===== config.mk =====
export PLATFORM = sky130hd
export DESIGN_NAME = motor_command_safety_supervisor_top_flat
export DESIGN_NICKNAME = d
export VERILOG_FILES = /design/src/sv/mcss_pkg.sv /design/src/sv/mcss_stream_if.sv /design/src/sv/motor_command_safety_supervisor_top.sv /design/src/sv/mcss_cfg.sv /design/src/sv/mcss_core.sv /design/src/flat_wrapper.sv
export SDC_FILE = /design/constraint.sdc
export NUM_CORES = 2
export LEC_CHECK = 0
export ABC_AREA = 1
export BUFFER_PORTS_ARGS = -buffer_cell sky130_fd_sc_hd__buf_4
export CAP_MARGIN = 30
export CELL_PAD_IN_SITES_DETAIL_PLACEMENT = 1
export CELL_PAD_IN_SITES_GLOBAL_PLACEMENT = 2
export CORE_MARGIN = 1.5
export CORE_UTILIZATION = 30
export DETAILED_ROUTE_END_ITERATION = 10
export GPL_TIMING_DRIVEN = 0
export MAX_ROUTING_LAYER = met4
export PLACE_DENSITY = 0.7
export RECOVER_POWER = 100
export REMOVE_ABC_BUFFERS = 1
export SYNTH_ARGS = -nofsm -noshare
export SYNTH_HDL_FRONTEND = slang
export SYNTH_SLANG_ARGS = --single-unit

===== constraint.sdc =====
create_clock -name clk_i -period 33.2 [get_ports clk_i]
set_clock_uncertainty 0.2 [all_clocks]
set_input_delay 1.66 -clock clk_i [delete_from_list [all_inputs] [get_ports clk_i]]
set_output_delay 1.66 -clock clk_i [all_outputs]
set_load 0.03 [all_outputs]

===== src/sv/mcss_pkg.sv =====
package mcss_pkg;

  // motion / switch / relay codes (code three reads as idle)
  localparam logic [1:0] MOT_IDLE  = 2'd0;
  localparam logic [1:0] MOT_OPEN  = 2'd1;
  localparam logic [1:0] MOT_CLOSE = 2'd2;

  // remote command codes
  localparam logic [2:0] FUNC_NONE        = 3'd0;
  localparam logic [2:0] FUNC_MARK_OPEN   = 3'd1;
  localparam logic [2:0] FUNC_MARK_CLOSED = 3'd2;
  localparam logic [2:0] FUNC_ENTER_SET   = 3'd3;
  localparam logic [2:0] FUNC_EXIT_SET    = 3'd4;

  // reported mode
  localparam logic [1:0] MODE_LOCAL = 2'd0;
  localparam logic [1:0] MODE_AUTO  = 2'd1;
  localparam logic [1:0] MODE_SET   = 2'd2;

  // configuration port
  localparam int unsigned CFG_IDX_W  = 3;
  localparam int unsigned CFG_DATA_W = 16;
  localparam logic [CFG_IDX_W-1:0] REG_MAX_RUN_S   = 3'd0;
  localparam logic [CFG_IDX_W-1:0] REG_NO_PULSE_MS = 3'd1;
  localparam logic [CFG_IDX_W-1:0] REG_TOGGLE_THR  = 3'd2;
  localparam logic [CFG_IDX_W-1:0] REG_REBOOT_MS   = 3'd3;

  localparam int unsigned RUN_S_W  = 11;
  localparam int unsigned RUN_MS_W = 21;
  localparam int unsigned MS16_W   = 16;
  localparam int unsigned SEQ_W    = 32;

  localparam logic [RUN_S_W-1:0]  RUN_S_MIN       = 11'd30;
  localparam logic [RUN_S_W-1:0]  RUN_S_MAX       = 11'd1800;
  localparam logic [RUN_S_W-1:0]  RUN_S_RST       = 11'd300;
  localparam logic [RUN_MS_W-1:0] MS_PER_S        = 21'd1000;
  localparam logic [RUN_MS_W-1:0] RUN_MS_RST      = 21'd300000;
  localparam logic [MS16_W-1:0]   NO_PULSE_MS_RST = 16'd5000;
  localparam logic [7:0]          TOGGLE_THR_RST  = 8'd3;
  localparam logic [MS16_W-1:0]   REBOOT_MS_RST   = 16'd500;

  // floor(x/1000) = (x * SEC_RECIP) >> SEC_SHIFT for any 21-bit x
  localparam int unsigned SEC_SHIFT = 31;
  localparam logic [21:0] SEC_RECIP = 22'd2147484;

  typedef struct packed {
    logic [2:0]         func;
    logic [1:0]         switch_raw;
    logic [1:0]         remote_desired;
    logic               can_open;
    logic               can_close;
    logic [1:0]         relay_state;
    logic signed [31:0] pulse_position;
    logic               position_fault;
    logic [15:0]        delta_ms;
  } in_word_t;

  typedef struct packed {
    logic [1:0]  commanded_motion;
    logic [1:0]  mode;
    logic        panic;
    logic        reboot_request;
    logic        drive_active;
    logic [10:0] runtime_seconds;
    logic        clear_remote;
    logic        simulation_on;
    logic        mark_open;
    logic        mark_closed;
  } out_word_t;

  typedef struct packed {
    logic [RUN_MS_W-1:0] max_run_ms;
    logic [MS16_W-1:0]   no_pulse_ms;
    logic [7:0]          toggle_thr;
    logic [MS16_W-1:0]   reboot_ms;
    logic                run_restart;
  } cfg_t;

  function automatic logic [1:0] motion_of(input logic [1:0] v);
    return (v == 2'd3) ? MOT_IDLE : v;
  endfunction

endpackage


===== src/sv/mcss_stream_if.sv =====
interface mcss_stream_if #(
  parameter type word_t = logic
) ();
  logic  valid;
  logic  ready;
  word_t data;

  modport source (output valid, output data, input ready);
  modport sink (input valid, input data, output ready);
endinterface


===== src/sv/motor_command_safety_supervisor_top.sv =====
// Motor command safety supervisor.
// in_i carries one tick word per control-loop period: wall switch, remote
// desired motion and command, limit flags, relay state, pulse position,
// position fault and elapsed ms. out_o returns exactly one result word per
// tick word, in order: commanded motion, mode, panic, drive timing and the
// one-word pulses (reboot request, clear remote, mark open / closed).
// The config port (cfg_we_i, cfg_idx_i, cfg_data_i) writes a register
// with no read-back; write only while no word is in flight.
// An accepted word enters the input register, then one pass of the
// supervisor logic writes its result into the result register.
// Throughput: one word per cycle while out_o.ready is high; the whole tick
// update fits in one pass, so the next word enters while the previous
// result waits in the output register.
// Stall: when out_o.ready is low the result register holds; one more word
// can sit in the input register, then in_i.ready drops.
// Reset (async, rst_ni low): both registers empty, supervisor state idle,
// registers back to 300 s, 5000 ms, 3 and 500 ms.
module motor_command_safety_supervisor_top (
  input  logic                            clk_i,
  input  logic                            rst_ni,
  mcss_stream_if.sink                     in_i,
  mcss_stream_if.source                   out_o,
  input  logic                            cfg_we_i,
  input  logic [mcss_pkg::CFG_IDX_W-1:0]  cfg_idx_i,
  input  logic [mcss_pkg::CFG_DATA_W-1:0] cfg_data_i
);

  mcss_pkg::in_word_t  in_q;
  logic                in_vld_q;
  mcss_pkg::out_word_t out_q;
  logic                out_vld_q;
  mcss_pkg::out_word_t res;
  mcss_pkg::cfg_t      cfg;
  logic                step_en;
  logic                in_acc;

  // word advances when the result register is free or being drained
  assign step_en   = in_vld_q && (!out_vld_q || out_o.ready);
  assign in_i.ready = !in_vld_q || step_en;
  assign in_acc    = in_i.valid && in_i.ready;

  always_ff @(posedge clk_i or negedge rst_ni) begin
    if (!rst_ni) begin
      in_vld_q <= 1'b0;
    end else if (in_acc) begin
      in_vld_q <= 1'b1;
    end else if (step_en) begin
      in_vld_q <= 1'b0;
    end
  end

  always_ff @(posedge clk_i) begin
    if (in_acc) begin
      in_q <= in_i.data;
    end
  end

  always_ff @(posedge clk_i or negedge rst_ni) begin
    if (!rst_ni) begin
      out_vld_q <= 1'b0;
    end else if (step_en) begin
      out_vld_q <= 1'b1;
    end else if (out_o.ready) begin
      out_vld_q <= 1'b0;
    end
  end

  always_ff @(posedge clk_i) begin
    if (step_en) begin
      out_q <= res;
    end
  end

  assign out_o.valid = out_vld_q;
  assign out_o.data  = out_q;

  mcss_cfg u_cfg (
    .clk_i      (clk_i),
    .rst_ni     (rst_ni),
    .cfg_we_i   (cfg_we_i),
    .cfg_idx_i  (cfg_idx_i),
    .cfg_data_i (cfg_data_i),
    .cfg_o      (cfg)
  );

  mcss_core u_core (
    .clk_i     (clk_i),
    .rst_ni    (rst_ni),
    .step_en_i (step_en),
    .word_i    (in_q),
    .cfg_i     (cfg),
    .res_o     (res)
  );

  // a processed word always lands in the result register
  a_step_fills_out: assert property (@(posedge clk_i) disable iff (!rst_ni)
    step_en |=> out_vld_q)
    else $error("processed word did not reach result register");

  // a held input word is never dropped while blocked
  a_hold_in: assert property (@(posedge clk_i) disable iff (!rst_ni)
    (in_vld_q && !step_en) |=> in_vld_q)
    else $error("blocked input word lost");

  // panic forces the drive off
  a_panic_idle: assert property (@(posedge clk_i) disable iff (!rst_ni)
    (out_vld_q && out_q.panic) |-> (out_q.commanded_motion == mcss_pkg::MOT_IDLE))
    else $error("motion commanded during panic");

  // run seconds only while timed, and never beyond the cap
  a_secs: assert property (@(posedge clk_i) disable iff (!rst_ni)
    out_vld_q |-> ((out_q.drive_active || (out_q.runtime_seconds == '0))
                   && (out_q.runtime_seconds <= mcss_pkg::RUN_S_MAX)))
    else $error("runtime seconds out of range");

endmodule


===== src/sv/mcss_cfg.sv =====
module mcss_cfg (
  input  logic                              clk_i,
  input  logic                              rst_ni,
  input  logic                              cfg_we_i,
  input  logic [mcss_pkg::CFG_IDX_W-1:0]    cfg_idx_i,
  input  logic [mcss_pkg::CFG_DATA_W-1:0]   cfg_data_i,
  output mcss_pkg::cfg_t                    cfg_o
);

  logic [mcss_pkg::RUN_S_W-1:0]  max_run_s_q;
  logic [mcss_pkg::RUN_MS_W-1:0] max_run_ms_q;
  logic [mcss_pkg::MS16_W-1:0]   no_pulse_ms_q;
  logic [7:0]                    toggle_thr_q;
  logic [mcss_pkg::MS16_W-1:0]   reboot_ms_q;

  logic [mcss_pkg::RUN_S_W-1:0]  run_s_wr;
  logic [mcss_pkg::RUN_MS_W-1:0] run_ms_wr;
  logic                          run_wr_chg;

  // clamp to the legal run window
  always_comb begin
    run_s_wr = cfg_data_i[mcss_pkg::RUN_S_W-1:0];
    if (run_s_wr < mcss_pkg::RUN_S_MIN) begin
      run_s_wr = mcss_pkg::RUN_S_MIN;
    end else if (run_s_wr > mcss_pkg::RUN_S_MAX) begin
      run_s_wr = mcss_pkg::RUN_S_MAX;
    end
  end

  assign run_ms_wr  = mcss_pkg::RUN_MS_W'(run_s_wr) * mcss_pkg::MS_PER_S;
  assign run_wr_chg = cfg_we_i && (cfg_idx_i == mcss_pkg::REG_MAX_RUN_S)
                      && (run_s_wr != max_run_s_q);

  always_ff @(posedge clk_i or negedge rst_ni) begin
    if (!rst_ni) begin
      max_run_s_q   <= mcss_pkg::RUN_S_RST;
      max_run_ms_q  <= mcss_pkg::RUN_MS_RST;
      no_pulse_ms_q <= mcss_pkg::NO_PULSE_MS_RST;
      toggle_thr_q  <= mcss_pkg::TOGGLE_THR_RST;
      reboot_ms_q   <= mcss_pkg::REBOOT_MS_RST;
    end else if (cfg_we_i) begin
      if (run_wr_chg) begin
        max_run_s_q  <= run_s_wr;
        max_run_ms_q <= run_ms_wr;
      end
      if (cfg_idx_i == mcss_pkg::REG_NO_PULSE_MS) begin
        no_pulse_ms_q <= cfg_data_i;
      end
      if (cfg_idx_i == mcss_pkg::REG_TOGGLE_THR) begin
        toggle_thr_q <= cfg_data_i[7:0];
      end
      if (cfg_idx_i == mcss_pkg::REG_REBOOT_MS) begin
        reboot_ms_q <= cfg_data_i;
      end
    end
  end

  assign cfg_o.max_run_ms  = max_run_ms_q;
  assign cfg_o.no_pulse_ms = no_pulse_ms_q;
  assign cfg_o.toggle_thr  = toggle_thr_q;
  assign cfg_o.reboot_ms   = reboot_ms_q;
  assign cfg_o.run_restart = run_wr_chg;

endmodule


===== src/sv/mcss_core.sv =====
module mcss_core (
  input  logic                  clk_i,
  input  logic                  rst_ni,
  input  logic                  step_en_i,
  input  mcss_pkg::in_word_t    word_i,
  input  mcss_pkg::cfg_t        cfg_i,
  output mcss_pkg::out_word_t   res_o
);

  localparam logic [1:0] SRC_NONE   = 2'd0;
  localparam logic [1:0] SRC_SWITCH = 2'd1;
  localparam logic [1:0] SRC_REMOTE = 2'd2;

  // supervisor state
  logic [1:0]  sw_prev_q, sw_prev_d;
  logic [1:0]  sw_eff_q, sw_eff_d;
  logic        armed_q, armed_d;
  logic [1:0]  sw_lat_q, sw_lat_d;
  logic [1:0]  rem_lat_q, rem_lat_d;
  logic [1:0]  rem_prev_q, rem_prev_d;
  logic [31:0] seq_q, seq_d;
  logic [31:0] sw_seq_q, sw_seq_d;
  logic [31:0] rem_seq_q, rem_seq_d;
  logic        rclr_q, rclr_d;
  logic [1:0]  motion_q, motion_d;
  logic        set_q, set_d;
  logic        panic_q, panic_d;
  logic [7:0]  streak_q, streak_d;
  logic        sim_q, sim_d;
  logic        manual_q, manual_d;
  logic [1:0]  relay_prev_q, relay_prev_d;
  logic        run_q, run_d;
  logic [20:0] run_ms_q, run_ms_d;
  logic        watch_q, watch_d;
  logic [15:0] watch_ms_q, watch_ms_d;
  logic [31:0] wpos_q, wpos_d;
  logic        reb_q, reb_d;
  logic [15:0] reb_ms_q, reb_ms_d;

  // per-word scratch
  logic [1:0]  sw, rd, relay, neff, target, src, mode;
  logic [31:0] sel_seq, pos;
  logic        pclr, mark_o, mark_c, reboot_req;
  logic        trig_rt, trig_wd, trig_ft;
  logic [21:0] run_sum;
  logic [16:0] watch_sum, reb_sum;
  logic [42:0] sec_prod;
  logic [11:0] sec_quo;
  logic [10:0] secs;

  always_comb begin
    sw_prev_d    = sw_prev_q;
    sw_eff_d     = sw_eff_q;
    armed_d      = armed_q;
    sw_lat_d     = sw_lat_q;
    rem_lat_d    = rem_lat_q;
    rem_prev_d   = rem_prev_q;
    seq_d        = seq_q;
    sw_seq_d     = sw_seq_q;
    rem_seq_d    = rem_seq_q;
    rclr_d       = rclr_q;
    motion_d     = motion_q;
    set_d        = set_q;
    panic_d      = panic_q;
    streak_d     = streak_q;
    sim_d        = sim_q;
    manual_d     = manual_q;
    run_d        = run_q;
    run_ms_d     = run_ms_q;
    watch_d      = watch_q;
    watch_ms_d   = watch_ms_q;
    wpos_d       = wpos_q;
    reb_d        = reb_q;
    reb_ms_d     = reb_ms_q;
    pclr         = 1'b0;
    mark_o       = 1'b0;
    mark_c       = 1'b0;
    reboot_req   = 1'b0;
    neff         = mcss_pkg::MOT_IDLE;
    src          = SRC_NONE;
    sel_seq      = '0;
    trig_rt      = 1'b0;
    trig_wd      = 1'b0;
    trig_ft      = 1'b0;

    sw    = mcss_pkg::motion_of(word_i.switch_raw);
    rd    = mcss_pkg::motion_of(word_i.remote_desired);
    relay = mcss_pkg::motion_of(word_i.relay_state);
    pos   = word_i.pulse_position;

    // saturating timers
    run_sum   = {1'b0, run_ms_q} + 22'(word_i.delta_ms);
    watch_sum = {1'b0, watch_ms_q} + 17'(word_i.delta_ms);
    reb_sum   = {1'b0, reb_ms_q} + 17'(word_i.delta_ms);
    if (run_q) run_ms_d = run_sum[21] ? '1 : run_sum[20:0];
    if (watch_q) watch_ms_d = watch_sum[16] ? '1 : watch_sum[15:0];
    if (reb_q) reb_ms_d = reb_sum[16] ? '1 : reb_sum[15:0];

    // wall switch, armed by a return to neutral
    if (set_q) armed_d = 1'b0;
    if (sw != sw_prev_q) begin
      sw_prev_d = sw;
      if (sw == mcss_pkg::MOT_IDLE) begin
        armed_d = 1'b1;
        neff    = mcss_pkg::MOT_IDLE;
      end else if (armed_d) begin
        armed_d = 1'b0;
        neff    = sw;
      end else begin
        neff = mcss_pkg::MOT_IDLE;
      end
      if (neff != sw_eff_q) begin
        if (neff != mcss_pkg::MOT_IDLE) begin
          rclr_d = 1'b1;
          pclr   = 1'b1;
        end
        streak_d = '0;
        sw_eff_d = neff;
        sw_lat_d = neff;
        seq_d    = seq_d + 32'd1;
        sw_seq_d = seq_d;
      end
    end

    // remote command
    unique case (word_i.func)
      mcss_pkg::FUNC_NONE: begin
      end
      mcss_pkg::FUNC_MARK_OPEN: begin
        streak_d = '0;
        mark_o   = 1'b1;
      end
      mcss_pkg::FUNC_MARK_CLOSED: begin
        streak_d = '0;
        mark_c   = 1'b1;
      end
      mcss_pkg::FUNC_ENTER_SET: begin
        if (streak_d != 8'hFF) begin
          streak_d = streak_d + 8'd1;
          if (streak_d >= cfg_i.toggle_thr) begin
            sim_d    = !sim_d;
            streak_d = '0;
          end
        end
        if (!set_d) begin
          set_d     = 1'b1;
          rclr_d    = 1'b1;
          pclr      = 1'b1;
          panic_d   = 1'b0;
          armed_d   = 1'b0;
          sw_eff_d  = mcss_pkg::MOT_IDLE;
          sw_prev_d = sw;
          sw_lat_d  = mcss_pkg::MOT_IDLE;
          seq_d     = seq_d + 32'd1;
          sw_seq_d  = seq_d;
        end
      end
      mcss_pkg::FUNC_EXIT_SET: begin
        streak_d = '0;
        if (set_d) begin
          set_d     = 1'b0;
          rclr_d    = 1'b1;
          pclr      = 1'b1;
          sw_prev_d = sw;
          armed_d   = (sw == mcss_pkg::MOT_IDLE);
          sw_lat_d  = mcss_pkg::MOT_IDLE;
          seq_d     = seq_d + 32'd1;
          sw_seq_d  = seq_d;
        end
      end
      default: begin
        streak_d = '0;
      end
    endcase

    // remote desired motion
    if (pclr) rd = mcss_pkg::MOT_IDLE;
    if (rd != rem_prev_d) begin
      rem_prev_d = rd;
      rem_lat_d  = rd;
      if (rclr_d && (rd == mcss_pkg::MOT_IDLE)) begin
        rclr_d = 1'b0;
      end else begin
        rclr_d    = 1'b0;
        seq_d     = seq_d + 32'd1;
        rem_seq_d = seq_d;
      end
    end

    // newest source wins
    target = panic_d ? mcss_pkg::MOT_IDLE : motion_q;
    if (!panic_d) begin
      if (sw_seq_d > sel_seq) begin
        sel_seq = sw_seq_d;
        target  = sw_lat_d;
        src     = SRC_SWITCH;
      end
      if (rem_seq_d > sel_seq) begin
        target = rem_lat_d;
        src    = SRC_REMOTE;
      end
    end

    if (src == SRC_SWITCH) begin
      if (!manual_q && run_q) run_ms_d = '0;
      manual_d = 1'b1;
    end else begin
      manual_d = 1'b0;
    end

    // limits, bypassed in set mode
    if (!set_d) begin
      if ((target == mcss_pkg::MOT_OPEN) && !word_i.can_open) begin
        run_ms_d = '0;
        target   = mcss_pkg::MOT_IDLE;
        if (src == SRC_REMOTE) begin
          rclr_d = 1'b1;
          pclr   = 1'b1;
        end
      end
      if ((target == mcss_pkg::MOT_CLOSE) && !word_i.can_close) begin
        run_ms_d = '0;
        target   = mcss_pkg::MOT_IDLE;
        if (src == SRC_REMOTE) begin
          rclr_d = 1'b1;
          pclr   = 1'b1;
        end
      end
    end

    // a switch command is used once
    if (src == SRC_SWITCH) begin
      if (sw_eff_d != mcss_pkg::MOT_IDLE) armed_d = 1'b0;
      sw_lat_d   = mcss_pkg::MOT_IDLE;
      sw_seq_d   = '0;
      rem_lat_d  = mcss_pkg::MOT_IDLE;
      rem_seq_d  = '0;
      rem_prev_d = mcss_pkg::MOT_IDLE;
    end

    mode = set_d ? mcss_pkg::MODE_SET :
           ((src == SRC_REMOTE) ? mcss_pkg::MODE_AUTO : mcss_pkg::MODE_LOCAL);
    motion_d = target;

    // drive timing
    if (relay != mcss_pkg::MOT_IDLE) begin
      if (!run_q || (relay_prev_q == mcss_pkg::MOT_IDLE)) begin
        run_d      = 1'b1;
        run_ms_d   = '0;
        watch_d    = 1'b1;
        watch_ms_d = '0;
        wpos_d     = pos;
      end
    end else begin
      run_d    = 1'b0;
      run_ms_d = '0;
      watch_d  = 1'b0;
    end
    relay_prev_d = relay;

    // guards; at most one panic trigger per word
    trig_rt = run_d && (run_ms_d >= cfg_i.max_run_ms) && !panic_d;
    if (watch_d && !trig_rt) begin
      if (pos != wpos_d) begin
        watch_d = 1'b0;
      end else if (watch_ms_d >= cfg_i.no_pulse_ms) begin
        trig_wd = !panic_d;
        watch_d = 1'b0;
      end
    end
    trig_ft = !trig_rt && !trig_wd && !set_d && word_i.position_fault && !panic_d;

    if (trig_rt || trig_wd || trig_ft) begin
      panic_d  = 1'b1;
      motion_d = mcss_pkg::MOT_IDLE;
      rclr_d   = 1'b1;
      pclr     = 1'b1;
      streak_d = '0;
      sw_lat_d = mcss_pkg::MOT_IDLE;
      seq_d    = seq_d + 32'd1;
      sw_seq_d = seq_d;
      run_d    = 1'b0;
      run_ms_d = '0;
      watch_d  = 1'b0;
      if (trig_rt || trig_wd) begin
        reb_d    = 1'b1;
        reb_ms_d = '0;
      end
    end

    if (reb_d && (reb_ms_d >= cfg_i.reboot_ms)) begin
      reb_d      = 1'b0;
      reboot_req = 1'b1;
    end

    // whole seconds by reciprocal multiply
    sec_prod = 43'(run_ms_d) * 43'(mcss_pkg::SEC_RECIP);
    sec_quo  = sec_prod[42:mcss_pkg::SEC_SHIFT];
    if (!run_d) begin
      secs = '0;
    end else if (sec_quo > 12'(mcss_pkg::RUN_S_MAX)) begin
      secs = mcss_pkg::RUN_S_MAX;
    end else begin
      secs = sec_quo[10:0];
    end
  end

  assign res_o.commanded_motion = motion_d;
  assign res_o.mode             = mode;
  assign res_o.panic            = panic_d;
  assign res_o.reboot_request   = reboot_req;
  assign res_o.drive_active     = run_d;
  assign res_o.runtime_seconds  = secs;
  assign res_o.clear_remote     = pclr;
  assign res_o.simulation_on    = sim_d;
  assign res_o.mark_open        = mark_o;
  assign res_o.mark_closed      = mark_c;

  always_ff @(posedge clk_i or negedge rst_ni) begin
    if (!rst_ni) begin
      sw_prev_q    <= mcss_pkg::MOT_IDLE;
      sw_eff_q     <= mcss_pkg::MOT_IDLE;
      armed_q      <= 1'b1;
      sw_lat_q     <= mcss_pkg::MOT_IDLE;
      rem_lat_q    <= mcss_pkg::MOT_IDLE;
      rem_prev_q   <= mcss_pkg::MOT_IDLE;
      seq_q        <= '0;
      sw_seq_q     <= '0;
      rem_seq_q    <= '0;
      rclr_q       <= 1'b0;
      motion_q     <= mcss_pkg::MOT_IDLE;
      set_q        <= 1'b0;
      panic_q      <= 1'b0;
      streak_q     <= '0;
      sim_q        <= 1'b0;
      manual_q     <= 1'b0;
      relay_prev_q <= mcss_pkg::MOT_IDLE;
      run_q        <= 1'b0;
      run_ms_q     <= '0;
      watch_q      <= 1'b0;
      watch_ms_q   <= '0;
      wpos_q       <= '0;
      reb_q        <= 1'b0;
      reb_ms_q     <= '0;
    end else begin
      if (step_en_i) begin
        sw_prev_q    <= sw_prev_d;
        sw_eff_q     <= sw_eff_d;
        armed_q      <= armed_d;
        sw_lat_q     <= sw_lat_d;
        rem_lat_q    <= rem_lat_d;
        rem_prev_q   <= rem_prev_d;
        seq_q        <= seq_d;
        sw_seq_q     <= sw_seq_d;
        rem_seq_q    <= rem_seq_d;
        rclr_q       <= rclr_d;
        motion_q     <= motion_d;
        set_q        <= set_d;
        panic_q      <= panic_d;
        streak_q     <= streak_d;
        sim_q        <= sim_d;
        manual_q     <= manual_d;
        relay_prev_q <= relay_prev_d;
        run_q        <= run_d;
        run_ms_q     <= run_ms_d;
        watch_q      <= watch_d;
        watch_ms_q   <= watch_ms_d;
        wpos_q       <= wpos_d;
        reb_q        <= reb_d;
        reb_ms_q     <= reb_ms_d;
      end
      // a new run limit restarts the run timer
      if (cfg_i.run_restart) begin
        run_ms_q <= '0;
      end
    end
  end

endmodule


===== src/flat_wrapper.sv =====
// flat-port wrapper written by rule: the top's interface ports become plain ports
module motor_command_safety_supervisor_top_flat import mcss_pkg::*;
  (clk_i, rst_ni, cfg_we_i, cfg_idx_i, cfg_data_i, in_i_valid, in_i_data, in_i_ready, out_o_valid, out_o_data, out_o_ready);
  mcss_stream_if #(.word_t(in_word_t)) in_i_i ();
  mcss_stream_if #(.word_t(out_word_t)) out_o_i ();
  input  logic clk_i;
  input  logic rst_ni;
  input  logic cfg_we_i;
  input  logic [mcss_pkg::CFG_IDX_W-1:0] cfg_idx_i;
  input  logic [mcss_pkg::CFG_DATA_W-1:0] cfg_data_i;
  input wire logic [$bits(in_i_i.valid)-1:0] in_i_valid;
  input wire logic [$bits(in_i_i.data)-1:0] in_i_data;
  output wire logic [$bits(in_i_i.ready)-1:0] in_i_ready;
  output wire logic [$bits(out_o_i.valid)-1:0] out_o_valid;
  output wire logic [$bits(out_o_i.data)-1:0] out_o_data;
  input wire logic [$bits(out_o_i.ready)-1:0] out_o_ready;
  assign in_i_i.valid = in_i_valid;
  assign in_i_i.data = in_i_data;
  assign in_i_ready = in_i_i.ready;
  assign out_o_valid = out_o_i.valid;
  assign out_o_data = out_o_i.data;
  assign out_o_i.ready = out_o_ready;
  motor_command_safety_supervisor_top u_core (.clk_i(clk_i), .rst_ni(rst_ni), .in_i(in_i_i), .out_o(out_o_i), .cfg_we_i(cfg_we_i), .cfg_idx_i(cfg_idx_i), .cfg_data_i(cfg_data_i));
endmodule

## Word level (Yosys, flattened, before mapping)

Index checks and enable logic that the tools add are counted.

| storage, ports and cells | value |
|---|---|
| ROM bits | 0 |
| logic and storage cells | 293 |
| input bits | 84 |
| latch bits | 0 |
| register bits after elaboration | 365 |
| memories kept | 0 |
| memory bits (writable) | 0 |

| operators by class | value |
|---|---|
| magnitude comparators | 9 |
| reduce and logical (&&, ||, !) cells | 50 |
| bitwise gates (word level) | 1 |
| divide/modulo/power cells | 0 |
| muxes and demuxes | 152 |
| equality and inequality tests | 20 |
| multipliers | 2 |
| add/subtract/negate cells | 8 |
| shift-type cells | 0 |

Operators by type and width:

| cell | number |
|---|---|
| 32-bit two-way mux | 20 |
| 21-bit two-way mux | 12 |
| 32-bit by 1-bit adder with 32-bit output, second input constant | 4 |
| 16-bit two-way mux | 8 |
| 32-bit one-hot mux with 2 select lines | 2 |
| 2-bit two-way mux | 35 |
| 1-bit two-way mux | 60 |
| 21-bit by 20-bit multiplier with 41-bit output, second input constant | 1 |
| 8-bit two-way mux | 5 |
| 16-bit by 16-bit adder with 17-bit output | 2 |
| 11-bit two-way mux | 3 |
| 16-bit >= comparator | 2 |
| 32-bit by 1-bit > comparator with 1-bit output, second input constant | 1 |
| 32-bit > comparator | 1 |
| 32-bit inequality test | 1 |
| 21-bit by 16-bit adder with 22-bit output | 1 |
| 21-bit >= comparator | 1 |
| 11-bit by 7-bit multiplier with 18-bit output, second input constant | 1 |
| 1-bit logical AND | 16 |
| 8-bit one-hot mux with 2 select lines | 1 |
| 2-bit nonzero test | 7 |
| 3-bit by 2-bit == test with 1-bit output, second input constant | 4 |
| 12-bit by 11-bit > comparator with 1-bit output, second input constant | 1 |
| 11-bit > comparator, second input constant | 1 |
| other kinds (19) | 52 |

## Depth between registers and ports, before layout

| logic depth | value |
|---|---|
| word-level depth | 45 |
| gate-level depth with buffers | 107 |

## Modules after synthesis

Synthesis repeated with hierarchy kept, for this count alone.

| second synthesis, totals | value |
|---|---|
| cells, all modules | 4832 |
| area, all modules | 35247.6 sq um |

By module, submodules not included:

| module | area an instance (sq um) | instances | cells an instance |
|---|---|---|---|
| mcss_core | 27781.6 | 1 | 4163 |
| mcss_cfg | 4908.5 | 1 | 575 |
| motor_command_safety_supervisor_top | 2557.5 | 1 | 94 |

## Worst setup path before layout

Ideal clock, no wire load.

| timing path | value |
|---|---|
| path type | flip-flop to flip-flop |
| start | reg u_core.in_q[55] (netlist bit) |
| end | reg u_core.out_q (netlist bit u_core.out_o.data[4]), data pin |
| data required time | 32.741 ns |
| path slack | 19.533 ns |
| data arrival time | 13.208 ns |
| buffers on the path | 3 |
| library setup time | 0.259 ns |
| cell stages (with the launch flop) | 100 |
| clock period less this slack | 13.667 ns |
| cell sequence | edfxtp_1 -> inv_1 -> ha_1 -> nor2_1 -> nand2_2 -> nand2_1 -> nand2_2 -> nand2_4 -> nand2_4 -> buf_6 -> nand2_1 -> nand2_1 -> inv_1 -> ha_1 -> inv_1 -> nor2_2 -> nand3_2 -> nor2_4 -> [... 64 more ...] -> ha_1 -> nand2_1 -> nor2_1 -> nand3_1 -> nand3_1 -> nand4_1 -> nand4_1 -> a31oi_1 -> o21ai_0 -> xor2_1 -> nor2_1 -> nand4_1 -> nand2_1 -> nor2_1 -> o21bai_1 -> nand2_1 -> nand2_2 -> nor2_1 |

| on the way | value |
|---|---|
| word-level cells in the longest chain between the ends | 45 |
| elaborated cells between the ends (all ways) | 87 |
| classes of those cells | 2 x add/sub; 1 x mul; 4 x order compare; 7 x eq/ne; 54 x mux; 1 x bitwise; 18 x reduce/logical |

Ends and longest elaborated chain:

| what | RTL line | text |
|---|---|---|
| start, declared | motor_command_safety_supervisor_top.sv:28 | `mcss_pkg::in_word_t in_q;` |
| start signal, assigned | motor_command_safety_supervisor_top.sv:54 | `in_q <= in_i.data;` |
| 2-bit == test | mcss_pkg.sv:80 | `return (v == 2'd3) ? MOT_IDLE : v;` |
| 2-bit two-way mux (*) | mcss_pkg.sv:80 |  |
| parallel branches: the longest is 24 deep, another holds 32-bit by 1-bit adder with 32-bit output | n/a |  |
| 21-bit two-way mux (*) | mcss_core.sv:212 | `if (!set_d) begin` |
| 21-bit two-way mux (*) | mcss_core.sv:247 | `if (!run_q \|\| (relay_prev_q == mcss_pkg::MOT_IDLE)) begin` |
| 21-bit two-way mux (*) | mcss_core.sv:246 | `if (relay != mcss_pkg::MOT_IDLE) begin` |
| 21-bit >= comparator | mcss_core.sv:262 | `trig_rt = run_d && (run_ms_d >= cfg_i.max_run_ms) && !panic_d;` |
| 1-bit logical AND (2 in a row) | mcss_core.sv:262 |  |
| [... 2 more ...] | n/a |  |
| 1-bit two-way mux | mcss_core.sv:263 | `if (watch_d && !trig_rt) begin` |
| 1-bit logical NOT | mcss_core.sv:271 | `trig_ft = !trig_rt && !trig_wd && !set_d && word_i.position_fault && !panic_d;` |
| 1-bit logical AND (4 in a row) | mcss_core.sv:271 |  |
| 1-bit logical OR | mcss_core.sv:273 | `if (trig_rt \|\| trig_wd \|\| trig_ft) begin` |
| 21-bit two-way mux | mcss_core.sv:273 |  |
| 21-bit by 20-bit multiplier with 41-bit output | mcss_core.sv:297 | `sec_prod = 43'(run_ms_d) * 43'(mcss_pkg::SEC_RECIP);` |
| 12-bit by 11-bit > comparator with 1-bit output | mcss_core.sv:301 | `end else if (sec_quo > 12'(mcss_pkg::RUN_S_MAX)) begin` |
| 2-bit OR reduction (no line) | n/a |  |
| end signal, assigned | motor_command_safety_supervisor_top.sv:70 | `out_q <= res;` |
| end, declared | motor_command_safety_supervisor_top.sv:30 | `mcss_pkg::out_word_t out_q;` |

Mark *: on every way between the ends. The select of a mux whose other input is x is not followed.
A chain may end at the register's enable or synchronous reset.

## Final worst setup path

| timing path | value |
|---|---|
| start | reg u_core.in_q[56] (netlist bit) |
| end | reg u_core.out_q (netlist bit u_core.out_o.data[5]), data pin |

The elaborated chain is that of the path after synthesis.

==> impl_metrics.csv <==
group,metric,value,unit
yosys,yosysTopAreaCell,"dfrtp_1",
cells_and_area,final_cell_mix,"1114 x nand2_1, 751 x inv_1, 443 x o21ai_0",
routing,final_antenna_net_count,0,
critical_path,worstSetupPathType,"reg -> reg",
grt,antenna_found_initial,3,
grt,grt-ovfl-total,0,
routing,wire_per_inst,19.9,um
routing,viasPerCell,4.97,
cts,ctsResizeCount,0,
yosys,yosysWarnings,0,
timing,post-route-period-util,76.9,%
cts,path_clk_slew,0.06,ns
cts,cts_buffers,50,
routing,drc_errors,0,
cts,root_buffer,"clkbuf_16",
placed_design,placed_cell_area,0.0376,sq mm
cells_and_area,fin_util,33.5,%
grt,grt_pass1_wl,198000,um
timing,tightestPinTransition,7.04,ns
critical_path,critPathArrivalTime,25.80,ns
grt,grt_usage,22.3,%
critical_path,cp_max_fo,63,
yosys,yosys-top-cells-area,"dfrtp_1 18%, ha_1 13%, nand2_1 12%",
cts,cts-hold-fix-buffers,0,
critical_path,cp-end-kind,"register",
timing,setup_viol,0,
routing,first_pass_iters,5,
outcome,violations,"max-capacitance violations, max-slew violations",
timing,setup_tns,0,ns
yosys,synth_fa_ha_area_share,20.4,%
yosys,syn_avg_cell_area,7.31,sq um
floorplan,initial_core_util,30.2,%
routing,vias,31800,
cts,clk_latency,0.67,ns
critical_path,crit_top_cell,"nand2_1",
yosys,ys_types,66,
routing,drt_iter0_markers,1618,
yosys,synth_top_flop_cell,"dfrtp_1",
cts,cts_sinks,363,
cells_and_area,area_growth,11.2,%
yosys,synth_cells,4786,
timing,layout_min_cycle_time,25.52,ns
floorplan,ioPinCount,108,
cells_and_area,layout-drive-gt1-share,6.97,%
routing,finalWirelength,127000,um
critical_path,worstPathRequired,33.48,ns
power,peakVddDrop,0.0458,mV
yosys,synth_compound_area_share,14.0,%
placed_design,gp_congestion,0.843,
floorplan,core_area,0.116,sq mm
cts,cts_tree,"built",
grt,grt_max_degree,136,
timing,rsz0062_at_grt,"no",
critical_path,critPathLaunchType,"register",
yosys,ys_seq_area_share,27.2,%
cts,clockBufferDepth,3,
yosys,synthXorXnorAreaFrac,2.95,%
placed_design,port_buffers,107,
timing,fmax,39.2,MHz
yosys,ys_ff_latch,363,
grt,grt_pass1_vias,32800,
timing,drv_slew,783,
yosys,synth_top_family_by_area,"simple AND/OR/NAND/NOR gates",
outcome,run_status,"finished, violations left",
timing,relSlewSlack,-369,%
timing,holdWs,0.275,ns
floorplan,die_area,0.119,sq mm
critical_path,slowest_delay,2.16,ns
yosys,syn-cell-area,0.0350,sq mm
flow_run,max_cap_viol_count,13,
timing,hold_viol_final,0,
yosys,synth_top_area_share,18.2,%
yosys,synth-simple-area-share,24.5,%
power,power_density,82.8,mW/mm^2
placed_design,dp_hpwl,98700,um
cts,post-cts-setup-buffers,0,
floorplan,chipWidth,344,um
yosys,synthArstFlopShare,77.4,%
floorplan,rows,125,
min_path,min_path_type,"reg -> reg",
cts,htree_levels,2,
cells_and_area,final_area,0.0389,sq mm
cells_and_area,final_nets,5399,
critical_path,cp_slowest_cell,"nand2_1",
cells_and_area,layout_commonest_cell,"nand2_1",
yosys,synth_edf_count,82,
power,cellLeakagePower,0.0195,uW
yosys,synth_mux_area_share,0.486,%
floorplan,die_h,344,um
worst paths after layout:
| check | start | end | slack [ns] | cells after the start |
|---|---|---|---|---|
| min reg2reg | u_core.u_core.relay_prev_q[1] | u_core.u_core.relay_prev_q[1] | 0.27 | 2 |
| max | u_core.in_q[56] | u_core.out_o.data[5] | 7.68 | 88 |
| min in group asynchronous | rst_ni | u_core.u_core.sw_seq_q[7] | 2.02 | 1 |
| min | u_core.u_core.relay_prev_q[1] | u_core.u_core.relay_prev_q[1] | 0.27 | 2 |
| max in group asynchronous | rst_ni | u_core.u_core.set_q | 20.16 | 3 |
| max reg2reg | u_core.in_q[56] | u_core.out_o.data[5] | 7.68 | 88 |
metrics by stage:
stage / instances / total power, uW / worst slack [ns]
3_5_place_dp: 6292 / 2680 / 12.37
3_3_place_gp: 6265 / 2620 / 5.85
4_1_cts: 6386 / 3290 / 12.26
6_report: 6388 / 3220 / 7.68
5_1_grt: 6387 / 3540 / 5.81
2_1_floorplan: 4634 / 2000 / 17.75
cells by family (layout without fill, tap and decap cells):
logic type | count (synthesis) | after routing
and+or+nand+nor | 1980 | 1980
other | 0 | 1
adders and majority gates | 494 | 494
xor gates and xnor gates | 116 | 116
buffers and inverters | 928 | 1005
AOI/OAI and AO/OA | 888 | 888
muxes | 17 | 17
DFF | 363 | 363
power by group:
| part | switching (uW) | internal, uW | leakage [uW] |
|---|---|---|---|
| combinational | 1360 | 589 | 0.0143 |
| sequential | 102 | 591 | 0.00436 |
| clock | 238 | 343 | 0.000848 |
cell usage after synthesis (18+ instances only):
| cell | n |
|---|---|
| nor2_1 | 358 |
| a21oi_1 | 240 |
| nor3_1 | 33 |
| nor2_2 | 28 |
| fa_1 | 128 |
| dfstp_2 | 26 |
| o21ai_0 | 412 |
| xor2_1 | 79 |
| edfxtp_1 | 82 |
| nand3_1 | 279 |
| nand2_2 | 27 |
| buf_2 | 21 |
| o21ai_1 | 60 |
| inv_1 | 755 |
| nand4_1 | 54 |
| o211ai_1 | 56 |
| xnor2_1 | 35 |
| a22oi_1 | 19 |
| clkbuf_1 | 99 |
| ha_1 | 366 |
| dfrtp_1 | 255 |
| inv_2 | 18 |
| nand2_1 | 1107 |
worst max-delay path: cells and delay by family (launching register included):
kind	cells	cell delay, ns
fa+ha+maj	11	4.40
buf+inv	16	5.13
compound gates	13	3.06
simple gates	45	11.57
xor+xnor	3	0.38
flops	1	0.43
registers in the layout (all words and copies together), names as in the netlist, 2 cells and up:
register	count
u_core.in_q	60
u_core.out_o.data	22
u_core.u_cfg.max_run_ms_q	16
u_core.u_cfg.max_run_s_q	11
u_core.u_cfg.no_pulse_ms_q	16
u_core.u_cfg.reboot_ms_q	16
u_core.u_cfg.toggle_thr_q	8
u_core.u_core.motion_q	2
u_core.u_core.reb_ms_q	16
u_core.u_core.relay_prev_q	2
u_core.u_core.rem_lat_q	2
u_core.u_core.rem_prev_q	2
u_core.u_core.rem_seq_q	32
u_core.u_core.run_ms_q	21
u_core.u_core.seq_q	32
u_core.u_core.streak_q	8
u_core.u_core.sw_eff_q	2
u_core.u_core.sw_lat_q	2
u_core.u_core.sw_prev_q	2
u_core.u_core.sw_seq_q	32
u_core.u_core.watch_ms_q	16
u_core.u_core.wpos_q	32
final cells by class:
class / count / area [sq um]
well taps: 1524 / 1910
flip-flops and latches: 363 / 9530
repair buffers: 135 / 1020
inverters: 776 / 2920
fillers: 14300 / 77000
clock inverters: 32 / 379
multi-input cells: 3495 / 21800
diodes: 1 / 2.50
clock buffers: 62 / 1350
metal layers:
| layer | wire length (um) | global-route usage [%] | share of wire [%] | vias to the layer above |
|---|---|---|---|---|
| met5 | 0 | - | 0 | - |
| met4 | 2510 | 4.67 | 2.0 | 0 |
| met3 | 3630 | 2.15 | 2.9 | 117 |
| met2 | 60200 | 36.8 | 47 | 374 |
| met1 | 60700 | 29.6 | 48 | 15600 |
| li1 | - | - | - | 15700 |
Power figures use the tool's default switching activity.
